### config.mk
export PLATFORM = sky130hd
export DESIGN_NAME = touch_point_event_tracker
export DESIGN_NICKNAME = d
export VERILOG_FILES = /design/src/rtl/tpet_pkg.sv /design/src/rtl/tpet_front.sv /design/src/rtl/tpet_cmd_queue.sv /design/src/rtl/tpet_back.sv /design/src/rtl/touch_point_event_tracker.sv
export VERILOG_INCLUDE_DIRS = /design/src /design/src/rtl
export SDC_FILE = /design/constraint.sdc
export NUM_CORES = 1
export LEC_CHECK = 0
export BUFFER_PORTS_ARGS = -buffer_cell sky130_fd_sc_hd__buf_2
export CAP_MARGIN = 20
export CELL_PAD_IN_SITES_DETAIL_PLACEMENT = 1
export CELL_PAD_IN_SITES_GLOBAL_PLACEMENT = 1
export CORE_MARGIN = 3
export CORE_UTILIZATION = 41
export CTS_CLUSTER_DIAMETER = 120
export CTS_CLUSTER_SIZE = 20
export DETAILED_ROUTE_END_ITERATION = 7
export GPL_ROUTABILITY_DRIVEN = 0
export PLACE_DENSITY_LB_ADDON = 0.1
export SYNTH_ARGS = -nofsm -noshare
export SYNTH_HDL_FRONTEND = slang
export SYNTH_SLANG_ARGS = --single-unit
### constraint.sdc
create_clock -name clk -period 11.9 [get_ports clk]
set_input_delay 0.595 -clock clk [delete_from_list [all_inputs] [get_ports clk]]
set_output_delay 0.595 -clock clk [all_outputs]
set_load 0.05 [all_outputs]
### src/rtl/assert_macros.svh
// ----------------------------------------------------------------------------
// assert_macros.svh
// Assertion helpers shared by the touch point event tracker RTL.
// ----------------------------------------------------------------------------
`ifndef ASSERT_MACROS_SVH
`define ASSERT_MACROS_SVH

`ifndef NO_ASSERTIONS
// Property must hold at every clock edge outside reset.
`define ASSERT_AT(lbl, clk, rstn, prop, msg) \
  lbl: assert property (@(posedge clk) disable iff (!rstn) prop) else $error(msg);
// Condition must never be true outside reset.
`define ASSERT_NEVER(lbl, clk, rstn, cond, msg) \
  lbl: assert property (@(posedge clk) disable iff (!rstn) !(cond)) else $error(msg);
`else
`define ASSERT_AT(lbl, clk, rstn, prop, msg)
`define ASSERT_NEVER(lbl, clk, rstn, cond, msg)
`endif

`endif

### src/rtl/tpet_pkg.sv
`timescale 1ns / 1ps
// ----------------------------------------------------------------------------
// tpet_pkg
// Types and constants of the touch point event tracker.
// ----------------------------------------------------------------------------
package tpet_pkg;

  // Sizing
  localparam int MAX_TOUCHES = 5;
  localparam int MAX_EVENTS  = 10;
  localparam int IDX_W       = (MAX_TOUCHES > 1) ? $clog2(MAX_TOUCHES) : 1;
  localparam int CNT_W       = $clog2(MAX_TOUCHES + 1);
  localparam int SLOT_W      = 4;
  localparam int SUM_W       = SLOT_W + 1;
  localparam int QDEPTH      = 2;
  localparam int QPTR_W      = (QDEPTH > 1) ? $clog2(QDEPTH) : 1;
  localparam int QCNT_W      = $clog2(QDEPTH + 1);

  // Status byte layout
  localparam int STATUS_READY_BIT = 7;
  localparam int STATUS_COUNT_W   = 4;

  // Item kinds on the input channel
  localparam logic ACT_HEADER = 1'b0;
  localparam logic ACT_POINT  = 1'b1;

  // Event kinds on the result channel
  localparam logic [1:0] KIND_NONE    = 2'd0;
  localparam logic [1:0] KIND_PRESS   = 2'd1;
  localparam logic [1:0] KIND_CONTACT = 2'd2;
  localparam logic [1:0] KIND_LIFT    = 2'd3;

  typedef struct packed {
    logic        action;
    logic [7:0]  status_byte;
    logic [15:0] point_x;
    logic [15:0] point_y;
    logic [15:0] point_weight;
  } in_item_t;

  typedef struct packed {
    logic [3:0]  slot;
    logic [15:0] event_x;
    logic [15:0] event_y;
    logic [15:0] event_weight;
    logic [1:0]  event_kind;
    logic [3:0]  total_reported;
    logic        frame_end;
  } out_item_t;

  localparam out_item_t EMPTY_RESULT = '{
    slot: 4'd0, event_x: 16'd0, event_y: 16'd0, event_weight: 16'd0,
    event_kind: KIND_NONE, total_reported: 4'd0, frame_end: 1'b1
  };

  // Commands from the front end to the back end
  typedef enum logic [1:0] {
    CMD_EMPTY  = 2'd0,
    CMD_POINT  = 2'd1,
    CMD_FINISH = 2'd2
  } cmd_op_t;

  typedef struct packed {
    cmd_op_t          op;
    logic             last;
    logic [IDX_W-1:0] idx;
    logic [15:0]      x;
    logic [15:0]      y;
    logic [15:0]      w;
  } cmd_t;

endpackage

### src/rtl/tpet_front.sv
`timescale 1ns / 1ps
// ----------------------------------------------------------------------------
// tpet_front
// Accepts headers and point records, tracks the open frame and turns each
// point of that frame, and each header with no points to follow, into a command for the back end.
// ----------------------------------------------------------------------------
module tpet_front (
  input  logic               clk,
  input  logic               rst_n,
  input  logic               start,
  output logic               busy,
  input  tpet_pkg::in_item_t in_item,
  input  logic               q_full,
  output logic               q_push,
  output tpet_pkg::cmd_t     q_cmd
);
  import tpet_pkg::*;

  logic [CNT_W-1:0]          expected_r, expected_nxt;
  logic [CNT_W-1:0]          received_r, received_nxt;
  logic                      accept;
  logic [STATUS_COUNT_W-1:0] hdr_count;
  logic                      hdr_ok;
  logic                      pt_last;

  assign busy      = q_full;
  assign accept    = start && !busy;
  assign hdr_count = in_item.status_byte[STATUS_COUNT_W-1:0];
  assign hdr_ok    = in_item.status_byte[STATUS_READY_BIT] &&
                     (hdr_count <= STATUS_COUNT_W'(MAX_TOUCHES));
  assign pt_last   = ((received_r + CNT_W'(1)) == expected_r);

  // Classify the request
  always_comb begin
    expected_nxt = expected_r;
    received_nxt = received_r;
    q_push       = 1'b0;
    q_cmd.op     = CMD_EMPTY;
    q_cmd.last   = 1'b0;
    q_cmd.idx    = received_r[IDX_W-1:0];
    q_cmd.x      = in_item.point_x;
    q_cmd.y      = in_item.point_y;
    q_cmd.w      = in_item.point_weight;
    if (accept) begin
      if (in_item.action == ACT_HEADER) begin
        received_nxt = '0;
        expected_nxt = '0;
        if (!hdr_ok) begin
          q_push   = 1'b1;
          q_cmd.op = CMD_EMPTY;
        end else if (hdr_count == '0) begin
          // Ready with no points: frame closes at once
          q_push   = 1'b1;
          q_cmd.op = CMD_FINISH;
        end else begin
          expected_nxt = CNT_W'(hdr_count);
        end
      end else if (expected_r != '0 && received_r < expected_r) begin
        q_push       = 1'b1;
        q_cmd.op     = CMD_POINT;
        q_cmd.last   = pt_last;
        received_nxt = received_r + CNT_W'(1);
        if (pt_last) begin
          expected_nxt = '0;
          received_nxt = '0;
        end
      end
    end
  end

  always_ff @(posedge clk) begin
    if (!rst_n) begin
      expected_r <= '0;
      received_r <= '0;
    end else begin
      expected_r <= expected_nxt;
      received_r <= received_nxt;
    end
  end

endmodule

### src/rtl/tpet_cmd_queue.sv
`timescale 1ns / 1ps
// ----------------------------------------------------------------------------
// tpet_cmd_queue
// Short command queue between the front end and the back end.
// ----------------------------------------------------------------------------
`include "assert_macros.svh"

module tpet_cmd_queue (
  input  logic           clk,
  input  logic           rst_n,
  input  logic           push,
  input  tpet_pkg::cmd_t push_cmd,
  output logic           full,
  input  logic           pop,
  output logic           valid,
  output tpet_pkg::cmd_t head
);
  import tpet_pkg::*;

  cmd_t              entry_r [QDEPTH];
  logic [QPTR_W-1:0] wr_ptr_r, wr_ptr_nxt;
  logic [QPTR_W-1:0] rd_ptr_r, rd_ptr_nxt;
  logic [QCNT_W-1:0] count_r, count_nxt;

  assign full  = (count_r == QCNT_W'(QDEPTH));
  assign valid = (count_r != '0);
  assign head  = entry_r[rd_ptr_r];

  // Pointer and fill level
  always_comb begin
    wr_ptr_nxt = wr_ptr_r;
    rd_ptr_nxt = rd_ptr_r;
    count_nxt  = count_r;
    if (push) begin
      wr_ptr_nxt = (wr_ptr_r == QPTR_W'(QDEPTH - 1)) ? '0 : wr_ptr_r + QPTR_W'(1);
    end
    if (pop) begin
      rd_ptr_nxt = (rd_ptr_r == QPTR_W'(QDEPTH - 1)) ? '0 : rd_ptr_r + QPTR_W'(1);
    end
    if (push && !pop) begin
      count_nxt = count_r + QCNT_W'(1);
    end else if (pop && !push) begin
      count_nxt = count_r - QCNT_W'(1);
    end
  end

  always_ff @(posedge clk) begin
    if (!rst_n) begin
      wr_ptr_r <= '0;
      rd_ptr_r <= '0;
      count_r  <= '0;
    end else begin
      wr_ptr_r <= wr_ptr_nxt;
      rd_ptr_r <= rd_ptr_nxt;
      count_r  <= count_nxt;
    end
  end

  // Entry storage
  always_ff @(posedge clk) begin
    if (push) begin
      entry_r[wr_ptr_r] <= push_cmd;
    end
  end

  `ASSERT_NEVER(a_q_overflow, clk, rst_n, push && full, "queue push while full")
  `ASSERT_NEVER(a_q_underflow, clk, rst_n, pop && !valid, "queue pop while empty")
  `ASSERT_AT(a_q_level, clk, rst_n, (push && !pop) |=> (count_r == $past(count_r) + QCNT_W'(1)), "queue level did not rise on push")

endmodule

### src/rtl/tpet_back.sv
`timescale 1ns / 1ps
// ----------------------------------------------------------------------------
// tpet_back
// Stores points, matches the stored frame against the new one and emits
// one event per cycle, then makes the new points the record.
// ----------------------------------------------------------------------------
`include "assert_macros.svh"

module tpet_back (
  input  logic                clk,
  input  logic                rst_n,
  input  logic                q_valid,
  input  tpet_pkg::cmd_t      q_head,
  output logic                q_pop,
  output logic                out_valid,
  output tpet_pkg::out_item_t out_item
);
  import tpet_pkg::*;

  typedef enum logic [2:0] {
    ST_IDLE  = 3'b001,
    ST_MATCH = 3'b010,
    ST_EMIT  = 3'b100
  } state_t;

  state_t            state_r, state_nxt;
  logic [15:0]       cur_x_r  [MAX_TOUCHES];
  logic [15:0]       cur_y_r  [MAX_TOUCHES];
  logic [15:0]       cur_w_r  [MAX_TOUCHES];
  logic [15:0]       prev_x_r [MAX_TOUCHES];
  logic [15:0]       prev_y_r [MAX_TOUCHES];
  logic [IDX_W-1:0]  lift_idx_r [MAX_TOUCHES];
  logic [CNT_W-1:0]  prev_cnt_r, prev_cnt_nxt;
  logic [CNT_W-1:0]  cnt_r, cnt_nxt;
  logic [CNT_W-1:0]  idx_r, idx_nxt;
  logic [CNT_W-1:0]  lift_cnt_r, lift_cnt_nxt;
  logic [MAX_TOUCHES-1:0] matched_r, matched_nxt;
  logic [SLOT_W-1:0] total_r, total_nxt;
  logic [SLOT_W-1:0] slot_r, slot_nxt;
  logic              out_valid_r, out_valid_nxt;
  out_item_t         out_res_r, out_res_nxt;

  logic                   cur_wr;
  logic                   lift_wr;
  logic                   copy_en;
  logic [SLOT_W-1:0]      lift_pos;
  logic [IDX_W-1:0]       prev_rd;
  logic [MAX_TOUCHES-1:0] hit;
  logic [MAX_TOUCHES-1:0] first_hit;
  logic                   hit_seen;
  logic [SUM_W-1:0]       lift_room;
  logic [SUM_W-1:0]       ev_sum;
  logic [IDX_W-1:0]       cur_rd;
  logic                   emit_last;

  assign out_valid = out_valid_r;
  assign out_item  = out_res_r;

  // Shared read port of the stored frame
  assign lift_pos = slot_r - SLOT_W'(cnt_r);
  assign prev_rd  = (state_r == ST_EMIT) ? lift_idx_r[lift_pos[IDX_W-1:0]]
                                          : idx_r[IDX_W-1:0];
  assign cur_rd   = slot_r[IDX_W-1:0];

  // Compare one stored point with every new point
  always_comb begin
    hit_seen  = 1'b0;
    first_hit = '0;
    for (int j = 0; j < MAX_TOUCHES; j++) begin
      hit[j] = (CNT_W'(j) < cnt_r) && (prev_x_r[prev_rd] == cur_x_r[j]) &&
               (prev_y_r[prev_rd] == cur_y_r[j]);
      if (hit[j] && !hit_seen) begin
        first_hit[j] = 1'b1;
        hit_seen     = 1'b1;
      end
    end
  end

  assign lift_room = SUM_W'(cnt_r) + SUM_W'(lift_cnt_r);
  assign ev_sum    = lift_room;
  assign emit_last = (total_r == '0) || ((slot_r + SLOT_W'(1)) == total_r);

  // Sequencer
  always_comb begin
    state_nxt     = state_r;
    prev_cnt_nxt  = prev_cnt_r;
    cnt_nxt       = cnt_r;
    idx_nxt       = idx_r;
    lift_cnt_nxt  = lift_cnt_r;
    matched_nxt   = matched_r;
    total_nxt     = total_r;
    slot_nxt      = slot_r;
    out_valid_nxt = 1'b0;
    out_res_nxt   = out_res_r;
    q_pop         = 1'b0;
    cur_wr        = 1'b0;
    lift_wr       = 1'b0;
    copy_en       = 1'b0;
    unique case (state_r)
      ST_IDLE: begin
        if (q_valid) begin
          q_pop = 1'b1;
          unique case (q_head.op)
            CMD_EMPTY: begin
              out_valid_nxt = 1'b1;
              out_res_nxt   = EMPTY_RESULT;
            end
            CMD_POINT: begin
              cur_wr = 1'b1;
              if (q_head.last) begin
                cnt_nxt      = CNT_W'(q_head.idx) + CNT_W'(1);
                idx_nxt      = '0;
                lift_cnt_nxt = '0;
                matched_nxt  = '0;
                state_nxt    = ST_MATCH;
              end
            end
            CMD_FINISH: begin
              cnt_nxt      = '0;
              idx_nxt      = '0;
              lift_cnt_nxt = '0;
              matched_nxt  = '0;
              state_nxt    = ST_MATCH;
            end
            default: begin
              out_valid_nxt = 1'b0;
            end
          endcase
        end
      end
      ST_MATCH: begin
        if (idx_r == prev_cnt_r) begin
          total_nxt = (ev_sum > SUM_W'(MAX_EVENTS)) ? SLOT_W'(MAX_EVENTS)
                                                    : ev_sum[SLOT_W-1:0];
          slot_nxt  = '0;
          state_nxt = ST_EMIT;
        end else begin
          matched_nxt = matched_r | first_hit;
          if (!hit_seen && lift_room < SUM_W'(MAX_EVENTS)) begin
            lift_wr      = 1'b1;
            lift_cnt_nxt = lift_cnt_r + CNT_W'(1);
          end
          idx_nxt = idx_r + CNT_W'(1);
        end
      end
      ST_EMIT: begin
        out_valid_nxt = 1'b1;
        if (total_r == '0) begin
          out_res_nxt = EMPTY_RESULT;
        end else if (slot_r < SLOT_W'(cnt_r)) begin
          out_res_nxt.event_x      = cur_x_r[cur_rd];
          out_res_nxt.event_y      = cur_y_r[cur_rd];
          out_res_nxt.event_weight = cur_w_r[cur_rd];
          out_res_nxt.event_kind   = matched_r[cur_rd] ? KIND_CONTACT : KIND_PRESS;
        end else begin
          out_res_nxt.event_x      = prev_x_r[prev_rd];
          out_res_nxt.event_y      = prev_y_r[prev_rd];
          out_res_nxt.event_weight = '0;
          out_res_nxt.event_kind   = KIND_LIFT;
        end
        if (total_r != '0) begin
          out_res_nxt.slot           = slot_r;
          out_res_nxt.total_reported = total_r;
          out_res_nxt.frame_end      = emit_last;
        end
        if (emit_last) begin
          copy_en      = 1'b1;
          prev_cnt_nxt = cnt_r;
          state_nxt    = ST_IDLE;
        end else begin
          slot_nxt = slot_r + SLOT_W'(1);
        end
      end
      default: begin
        state_nxt = ST_IDLE;
      end
    endcase
  end

  // Control registers
  always_ff @(posedge clk) begin
    if (!rst_n) begin
      state_r     <= ST_IDLE;
      prev_cnt_r  <= '0;
      cnt_r       <= '0;
      idx_r       <= '0;
      lift_cnt_r  <= '0;
      matched_r   <= '0;
      total_r     <= '0;
      slot_r      <= '0;
      out_valid_r <= 1'b0;
    end else begin
      state_r     <= state_nxt;
      prev_cnt_r  <= prev_cnt_nxt;
      cnt_r       <= cnt_nxt;
      idx_r       <= idx_nxt;
      lift_cnt_r  <= lift_cnt_nxt;
      matched_r   <= matched_nxt;
      total_r     <= total_nxt;
      slot_r      <= slot_nxt;
      out_valid_r <= out_valid_nxt;
    end
  end

  // Point stores and result register
  always_ff @(posedge clk) begin
    out_res_r <= out_res_nxt;
    if (cur_wr) begin
      cur_x_r[q_head.idx] <= q_head.x;
      cur_y_r[q_head.idx] <= q_head.y;
      cur_w_r[q_head.idx] <= q_head.w;
    end
    if (lift_wr) begin
      lift_idx_r[lift_cnt_r[IDX_W-1:0]] <= idx_r[IDX_W-1:0];
    end
    for (int j = 0; j < MAX_TOUCHES; j++) begin
      if (copy_en && (CNT_W'(j) < cnt_r)) begin
        prev_x_r[j] <= cur_x_r[j];
        prev_y_r[j] <= cur_y_r[j];
      end
    end
  end

  `ASSERT_AT(a_pop_idle, clk, rst_n, q_pop |-> (state_r == ST_IDLE), "command taken outside idle")
  `ASSERT_AT(a_end_slot, clk, rst_n, (out_valid_r && out_res_r.frame_end && out_res_r.event_kind != KIND_NONE) |-> ((out_res_r.slot + 4'd1) == out_res_r.total_reported), "frame end not on last slot")
  `ASSERT_AT(a_total_cap, clk, rst_n, (state_r == ST_EMIT) |-> (total_r <= SLOT_W'(MAX_EVENTS)), "event total above limit")
  `ASSERT_AT(a_emit_done, clk, rst_n, (state_r == ST_EMIT && emit_last) |=> (state_r == ST_IDLE && out_valid_r && out_res_r.frame_end), "frame did not close")

endmodule

### src/rtl/touch_point_event_tracker.sv
`timescale 1ns / 1ps
// ----------------------------------------------------------------------------
// touch_point_event_tracker
// Tracks touch points from frame to frame and reports press, contact and
// lift events for each completed frame.
// ----------------------------------------------------------------------------
//  Channel   Handshake           Payload
//  input     start / busy        in_item  (header or point record)
//  result    out_valid strobe    out_item (one event per strobe)
//
//  Headers and point records are taken at one per cycle while the
//  two-entry command queue has room; busy is high while it is full.
//  Closing a frame holds the back end for a match pass (P stored
//  points, one compare each), then emits one result per cycle (1 to 10).
//  A bad or not-ready header yields its empty result in the cycle after
//  the back end reaches it. Results appear for one cycle and cannot be
//  stalled. rst_n is synchronous; point stores are not cleared.
// ----------------------------------------------------------------------------
module touch_point_event_tracker (
  input  logic                clk,
  input  logic                rst_n,
  input  logic                start,
  output logic                busy,
  input  tpet_pkg::in_item_t  in_item,
  output logic                out_valid,
  output tpet_pkg::out_item_t out_item
);
  import tpet_pkg::*;

  logic q_push;
  logic q_full;
  logic q_pop;
  logic q_valid;
  cmd_t q_cmd;
  cmd_t q_head;

  tpet_front u_front (
    .clk     (clk),
    .rst_n   (rst_n),
    .start   (start),
    .busy    (busy),
    .in_item (in_item),
    .q_full  (q_full),
    .q_push  (q_push),
    .q_cmd   (q_cmd)
  );

  tpet_cmd_queue u_queue (
    .clk      (clk),
    .rst_n    (rst_n),
    .push     (q_push),
    .push_cmd (q_cmd),
    .full     (q_full),
    .pop      (q_pop),
    .valid    (q_valid),
    .head     (q_head)
  );

  tpet_back u_back (
    .clk       (clk),
    .rst_n     (rst_n),
    .q_valid   (q_valid),
    .q_head    (q_head),
    .q_pop     (q_pop),
    .out_valid (out_valid),
    .out_item  (out_item)
  );

endmodule
# After elaboration in Yosys (flattened, before gate mapping)
# Memories as Yosys holds them, arrays and structs flattened. A register that Yosys moved wholly into a read port is not among the register bits.
# Cells that the tools add are included.
[totals] reg_bits=98 latch_bits=0 mem_bits_rw=523 rom_bits=0 out_inout_bits=61 mem_count=7
[classes] add_sub_neg=11 n_mul=0 div=0 n_lt_le_gt_ge=11 eq_ne=32 n_shift=0 muxes=107 n_bitwise=1 reduce_logical=56
[memory_table] name="u_queue.entry_r" words=2 width=54 rd=1 rd_ports_with_merged_regs=1 write_ports=1 line="tpet_cmd_queue.sv:20" text="cmd_t entry_r [QDEPTH];"
[memory_table] name="u_back.cur_w_r" words=5 width=16 rd=1 rd_ports_with_merged_regs=1 write_ports=1 line="tpet_back.sv:29" text="logic [15:0] cur_w_r [MAX_TOUCHES];"
[memory_table] name="u_back.cur_x_r" words=5 width=16 rd=6 rd_ports_with_merged_regs=1 write_ports=1 line="tpet_back.sv:27" text="logic [15:0] cur_x_r [MAX_TOUCHES];"
[memory_table] name="u_back.cur_y_r" words=5 width=16 rd=6 rd_ports_with_merged_regs=1 write_ports=1 line="tpet_back.sv:28" text="logic [15:0] cur_y_r [MAX_TOUCHES];"
[memory_table] name="u_back.prev_x_r" words=5 width=16 rd=1 rd_ports_with_merged_regs=0 write_ports=5 line="tpet_back.sv:30" text="logic [15:0] prev_x_r [MAX_TOUCHES];"
[memory_table] name="u_back.prev_y_r" words=5 width=16 rd=1 rd_ports_with_merged_regs=0 write_ports=5 line="tpet_back.sv:31" text="logic [15:0] prev_y_r [MAX_TOUCHES];"
[memory_table] name="1 more memories"
[op_table] operator="16-bit == test" n=10
[op_table] operator="59-bit two-way mux" n=2
[op_table] operator="59-bit one-hot mux with 2 select lines" n=1
[op_table] operator="50-bit two-way mux" n=2
[op_table] operator="3-bit two-way mux" n=26
[op_table] operator="1-bit two-way mux" n=48
[op_table] operator="3-bit one-hot mux with 2 select lines" n=5
[op_table] operator="1-bit logical AND" n=25
[op_table] operator="5-bit two-way mux" n=5
[op_table] operator="4-bit two-way mux" n=5
[op_table] operator="5-bit one-hot mux with 2 select lines" n=2
[op_table] operator="2-bit two-way mux" n=7
[op_table] operator="3-bit by 1-bit adder with 3-bit output, second input constant" n=4
[op_table] operator="2-bit nonzero test" n=6
[op_table] operator="2-bit by 1-bit inequality test with 1-bit output, second input constant" n=5
[op_table] operator="2-bit inequality test, second input constant" n=5
[op_table] operator="5-bit AND reduction" n=2
[op_table] operator="3-bit inequality test, second input constant" n=3
[op_table] operator="3-bit one-hot mux with 3 select lines" n=1
[op_table] operator="3-bit AND reduction" n=3
[op_table] operator="1-bit zero test" n=8
[op_table] operator="4-bit zero test" n=2
[op_table] operator="4-bit one-hot mux with 2 select lines" n=1
[op_table] operator="4-bit AND reduction" n=2
[op_table] operator="31 further kinds" n=38

# Depth between registers and ports, before layout
# An unclocked memory read counts as a cell.
[logic_depth] depth_word=27 depth_mapped=21

# By module
# From an unflattened synthesis, not the netlist that was laid out.
[unflattened] cells_unflattened=1947 area_unflattened_um2=31816.8
[modules_own_cells] module="tpet_back" instances=1 cells_per_inst=1648 area_each_um2=26829.5 seq_area_each_um2=17757.0
[modules_own_cells] module="tpet_cmd_queue" instances=1 cells_per_inst=190 area_each_um2=4134.0 seq_area_each_um2=3343.2
[modules_own_cells] module="tpet_front" instances=1 cells_per_inst=109 area_each_um2=853.3 seq_area_each_um2=120.1

# Least setup slack after synthesis
# No wires, ideal clock.
[synth_path] path_type="reg-to-reg" startpoint="reg (tool-made name)" endpoint="reg u_back.out_res_r, in the netlist u_back.out_item[10] (enable)" arrival_time_ns=4.710 required_time_ns=11.373 path_slack_ns=6.663 path_stages_with_launch=5 synth_period_minus_slack_ns=5.237 path_cell_list="dfxtp_1 > clkbuf_1 > clkbuf_1 > a21oi_1 > o21ai_0"
[synth_rtl] element="end signal, assigned" line="tpet_back.sv:207" text="out_res_r <= out_res_nxt;"
[synth_rtl] element="end, declared" line="tpet_back.sv:41" text="out_item_t out_res_r, out_res_nxt;"

# Worst setup path after layout
[layout_path] startpoint="reg u_back.cnt_r[0]" endpoint="mem u_back.lift_idx_r[3][2] (netlist name) (enable)"
[layout_between] elab_chain_cells=27
[layout_lines] element="start, declared" line="tpet_back.sv:34" text="logic [CNT_W-1:0] cnt_r, cnt_nxt;"
[layout_lines] element="start signal, assigned" line="tpet_back.sv:195" text="cnt_r <= cnt_nxt;"
[layout_lines] element="3-bit subtractor" line="tpet_back.sv:60" text="assign lift_pos = slot_r - SLOT_W'(cnt_r);"
[layout_lines] element="memory read 5 x 3 bit"
[layout_lines] element="3-bit two-way mux" line="tpet_back.sv:61" text="assign prev_rd = (state_r == ST_EMIT) ? lift_idx_r[lift_pos[IDX_W-1:0]]"
[layout_lines] element="memory read 5 x 16 bit"
[layout_lines] element="16-bit == test" line="tpet_back.sv:70" text="hit[j] = (CNT_W'(j) < cnt_r) && (prev_x_r[prev_rd] == cur_x_r[j]) &&"
[layout_lines] element="1-bit logical AND (2 in a row)" line="tpet_back.sv:70"
[layout_lines] element="1-bit two-way mux" line="tpet_back.sv:72" text="if (hit[j] && !hit_seen) begin"
[layout_lines] element="1-bit zero test" line="tpet_back.sv:72"
[layout_lines] element="(+10 left out)"
[layout_lines] element="1-bit two-way mux" line="tpet_back.sv:72"
[layout_lines] element="1-bit zero test" line="tpet_back.sv:139" text="if (!hit_seen && lift_room < SUM_W'(MAX_EVENTS)) begin"
[layout_lines] element="1-bit logical AND (*)" line="tpet_back.sv:139"
[layout_lines] element="1-bit two-way mux (*)" line="tpet_back.sv:139"
[layout_lines] element="1-bit two-way mux (*)" line="tpet_back.sv:132" text="if (idx_r == prev_cnt_r) begin"
[layout_lines] element="1-bit two-way mux (*)" line="tpet_back.sv:99" text="unique case (state_r)"
[layout_lines] element="1-bit two-way mux (*)" line="tpet_back.sv:213" text="if (lift_wr) begin"
[layout_lines] element="1-bit two-way mux (implied by the code) (*)" line="tpet_back.sv:214" text="lift_idx_r[lift_cnt_r[IDX_W-1:0]] <= idx_r[IDX_W-1:0];"
[layout_lines] element="end, declared" line="tpet_back.sv:32" text="logic [IDX_W-1:0] lift_idx_r [MAX_TOUCHES];"
# Every way passes the cells marked *; elsewhere a longest branch is shown, timed or not.

==> qor.txt <==
outcome -> complete, no violations
YS warnings -> 0
post-cts sizing count -> 0
Via density -> 6.41
DRT Pass-1 Iters -> 8
share of post-route cells with drive strength above 1 -> 19.4%
P_leak -> 11.0 nW
fmax -> 0.147 GHz
Clk pin slew, worst setup/hold paths -> 0.09 ns
final setup TNS -> 0 ns
clk root buf -> clkbuf_16
Final nets -> 2242
row count -> 101
initial antenna violation count -> 4
critical path launch point type -> flop
first-pass GRT wire length -> 155000 um
met2 wire length -> 49200 um
VDD IR max -> 0.101 mV
Yosys cell types -> 95
Area growth syn-to-layout -> 9.41%
Num CTS Buffers -> 42
die area -> 0.0807 mm^2
crit path max fanout -> 37
Pwr Total -> 0.00581 W
Final Setup Violations -> 0
vias in the first global route -> 21.0k
max_cap viols -> 0
crit end category -> flop
mean post-synth cell area -> 15.3 um^2
CTS hold repair buffers -> 0
Final Skew -> 0.0490 ns
Post-CTS Setup Bufs -> 0
CP arrival -> 7.20 ns
Combinational Power Share -> 21.8%
max layer used -> met5
Top FF cell, synth -> edfxtp_1
Async SR Flop Fraction -> 0%
DRC -> 0
Hold Path Depth -> 1
Slew Viols, Final -> 0
Clock power frac -> 25.8%
Routed WL -> 109000 um
Worst Path Required -> 12.28 ns
HPWL Detailed -> 74700 um
Vert. Die Dim -> 284 um
largest net degree at the start of global routing -> 60
Die W -> 284 um
Initial Util -> 41.6%
Bufs on Longest Clock Path -> 3
Metal-1 WL -> 45900 um
clock sinks -> 721
Core ar. -> 0.0762 mm^2
Slew @ Worst Pin -> 1.12 ns
drt wl/cell -> 33.9 um
sequential share of power -> 52.4%
Tmin final -> 6.82 ns
EDFF count, synth -> 678
TritonCTS clock tree -> built
CP Class -> reg2reg
Internal -> 0.00399 W
final hold vios -> 0
clock latency on the worst-skew pair -> 0.63 ns
Net Sw Frac -> 31.3%
synthesized flop and latch total -> 721
Worst slew margin -> 25.3%
ANT nets after route -> 0
syn_nets -> 2144
Syn Std Cell Area -> 0.0317 mm^2
H-tree depth -> 2
post-synthesis sequential area ratio -> 67.0%
via count -> 20.6k
# fillers -> 7486
Tcrit/Tclk final -> 57.3%
IO buf count -> 117
NetSw -> 0.00182 W
met3 WL -> 8630 um
GRT Total Usage -> 26.6%
RSZ-0062 raised after global routing -> no
Syn Inst Count -> 2068
grt ovf -> 0
power per cell area -> 167 mW/mm^2
total I/O pin count -> 121
Starting DRT DRC Count -> 2476
Hold Crit Class -> in2reg
reg2reg path depth -> 17
-- cell usage in the layout, fill, tap and decap left out, types with 19 or more instances in the layout --
cell type / synthesis / layout
a211oi_1: 81 / 80
a21oi_1: 60 / 60
a22o_1: 26 / 25
a22oi_1: 37 / 37
buf_2: 30 / 118
buf_4: 8 / 44
clkbuf_16: 0 / 43
dfxtp_1: 43 / 39
edfxtp_1: 678 / 678
inv_1: 81 / 81
mux2_2: 54 / 54
mux2i_1: 30 / 30
mux4_2: 84 / 84
nand2_1: 45 / 45
nand3_1: 70 / 70
nand4_1: 24 / 24
nor2_1: 102 / 89
nor2b_1: 34 / 33
nor4_1: 25 / 25
o21ai_0: 46 / 45
o21ai_1: 19 / 19
o22ai_1: 30 / 30
o31ai_1: 19 / 19
xnor2_1: 24 / 24
xor2_1: 46 / 46
-- critical path: stages, from the launching register on --
cell and delay (ns):
dfxtp_1 0.59, ha_1 0.22, inv_1 0.05, fa_1 0.49, xnor2_2 0.16, buf_4 0.30
mux2i_1 0.40, o21a_2 0.36, buf_4 0.56, nor2_1 0.09, a31oi_1 0.80, o22ai_1 0.31
a221o_1 0.36, nor4_1 0.66, nand4_1 0.50, nand4_4 0.31, nor3_1 0.12, and3_1 0.24
-- logic make-up (layout without fill, tap and decap cells) --
family                   count (synthesis)  count (layout)  synth area share (%)
adder cells (fa/ha/maj)                 16              16                 0.679
XOR/XNOR                                71              71                  1.99
AND/OR/NAND/NOR                        436             436                  7.75
buffers and inverters                  189             297                  2.69
other                                    0               1                     0
AO/OA/AOI/OAI                          467             467                  11.1
flip-flops                             721             721                  67.0
multiplexers                           168             168                  8.84
-- final timing paths --
check                      startpoint                 endpoint  slack (ns)
hold reg to reg   u_back.matched_r[2]      u_back.matched_r[2]        0.47
setup reg to reg      u_back.cnt_r[0]  u_back.lift_idx_r[3][2]        5.08
setup / recovery      u_back.cnt_r[0]  u_back.lift_idx_r[3][2]        5.08
hold / removal             in_item[0]    u_queue.entry_r[0][0]        0.16
-- final cells by class --
cell class / instances / area, um^2 / share of cell area [%]
Timing Repair Buffer: 162 / 921 / 2.66
Inverter: 81 / 304 / 0.877
Multi-Input combinational cell: 1158 / 9740 / 28.1
Clock buffer: 51 / 1110 / 3.19
Clock inverter: 3 / 70.1 / 0.202
Sequential cell: 721 / 21200 / 61.2
Antenna cell: 1 / 2.50 / 0.00722
Tap cell: 1030 / 1290 / 3.72
-- metal layers --
metal / vias to the layer above / global-route usage, %
met5: - / 0
met4: 2 / 10.6
met3: 256 / 5.47
met2: 999 / 41.7
met1: 10801 / 36.5
li1: 8496 / -
-- sequential cells by signal, summed over array words and instances (netlist names), 2 cells and up, named ones only --
register,flops
u_back.cur_x_r,128
u_back.cur_y_r,128
u_queue.entry_r,108
u_back.cur_w_r,80
u_back.prev_x_r,80
u_back.prev_y_r,80
u_back.out_item,59
u_back.lift_idx_r,15
u_back.matched_r,5
u_back.slot_r,4
u_back.total_r,4
u_back.cnt_r,3
u_back.idx_r,3
u_back.lift_cnt_r,3
u_back.prev_cnt_r,3
u_back.state_r,3
u_front.expected_r,3
u_front.received_r,3
u_queue.count_r,2
-- power groups by stage --
| stage | sequential, W | combinational (W) | clock [W] |
|---|---|---|---|
| finish | 0.00304 | 0.00127 | 0.00150 |
| global route | 0.00305 | 0.00133 | 0.00163 |
| CTS | 0.00304 | 0.00125 | 0.00154 |
| detailed placement | 0.00310 | 0.00125 | 0 |
| global placement | 0.00309 | 0.00122 | 0 |
| floorplan | 0.00318 | 0.000682 | 0 |
-- Yosys cell counts (7+ instances only) --
cell type  instances  area share, %
buf_1             12           0.14
buf_6             10           0.36
inv_1             81           0.96
nand2_1           45           0.53
a211oi_1          81            1.9
nor2b_1           34           0.67
or3_1             12           0.24
o21a_1            14           0.33
a21oi_1           60           0.95
nand4_1           24           0.47
o22a_1             7           0.19
clkbuf_1          48           0.57
xnor2_1           24           0.66
a2111oi_0         16           0.44
nand3_1           70            1.1
xor2_1            46            1.3
a22o_1            26           0.72
buf_2             30           0.47
o21ai_1           19           0.30
nor3_1            18           0.28
and2_1            11           0.22
mux2_2            54            1.9
and3_1            17           0.34
edfxtp_1         678             64
and4_1            10           0.28
nand2b_1          13           0.26
a221o_1           13           0.41
buf_4              8           0.19
or2_2              8           0.16
o21ai_0           46           0.73
o221ai_1          11           0.30
nor4_1            25           0.49
a22oi_1           37           0.88
a221oi_1          10           0.28
mux4_2            84            6.0
mux2i_1           30           0.95
a211o_1            8           0.22
ha_1              14           0.55
a31oi_1           10           0.20
nor4b_1           13           0.36
o22ai_1           30           0.59
dfxtp_1           43            2.7
o31ai_1           19           0.45
nor2_1           102            1.2
-- metrics by stage --
stage                     hold slack (ns)  instance area (um^2)  util, %  cells  setup WS, ns
after floorplan                     0.422                 31700        -   2068          6.66
after global routing                0.135                 34700     45.5   3206          4.93
after CTS                           0.132                 34700     45.5   3206          5.34
after global placement              0.450                 33500     43.9   3151          5.50
after detailed placement            0.456                 33500     43.9   3152          5.36
final                               0.162                 34700     45.5   3207          5.08
Power figures use the tool's default switching activity.
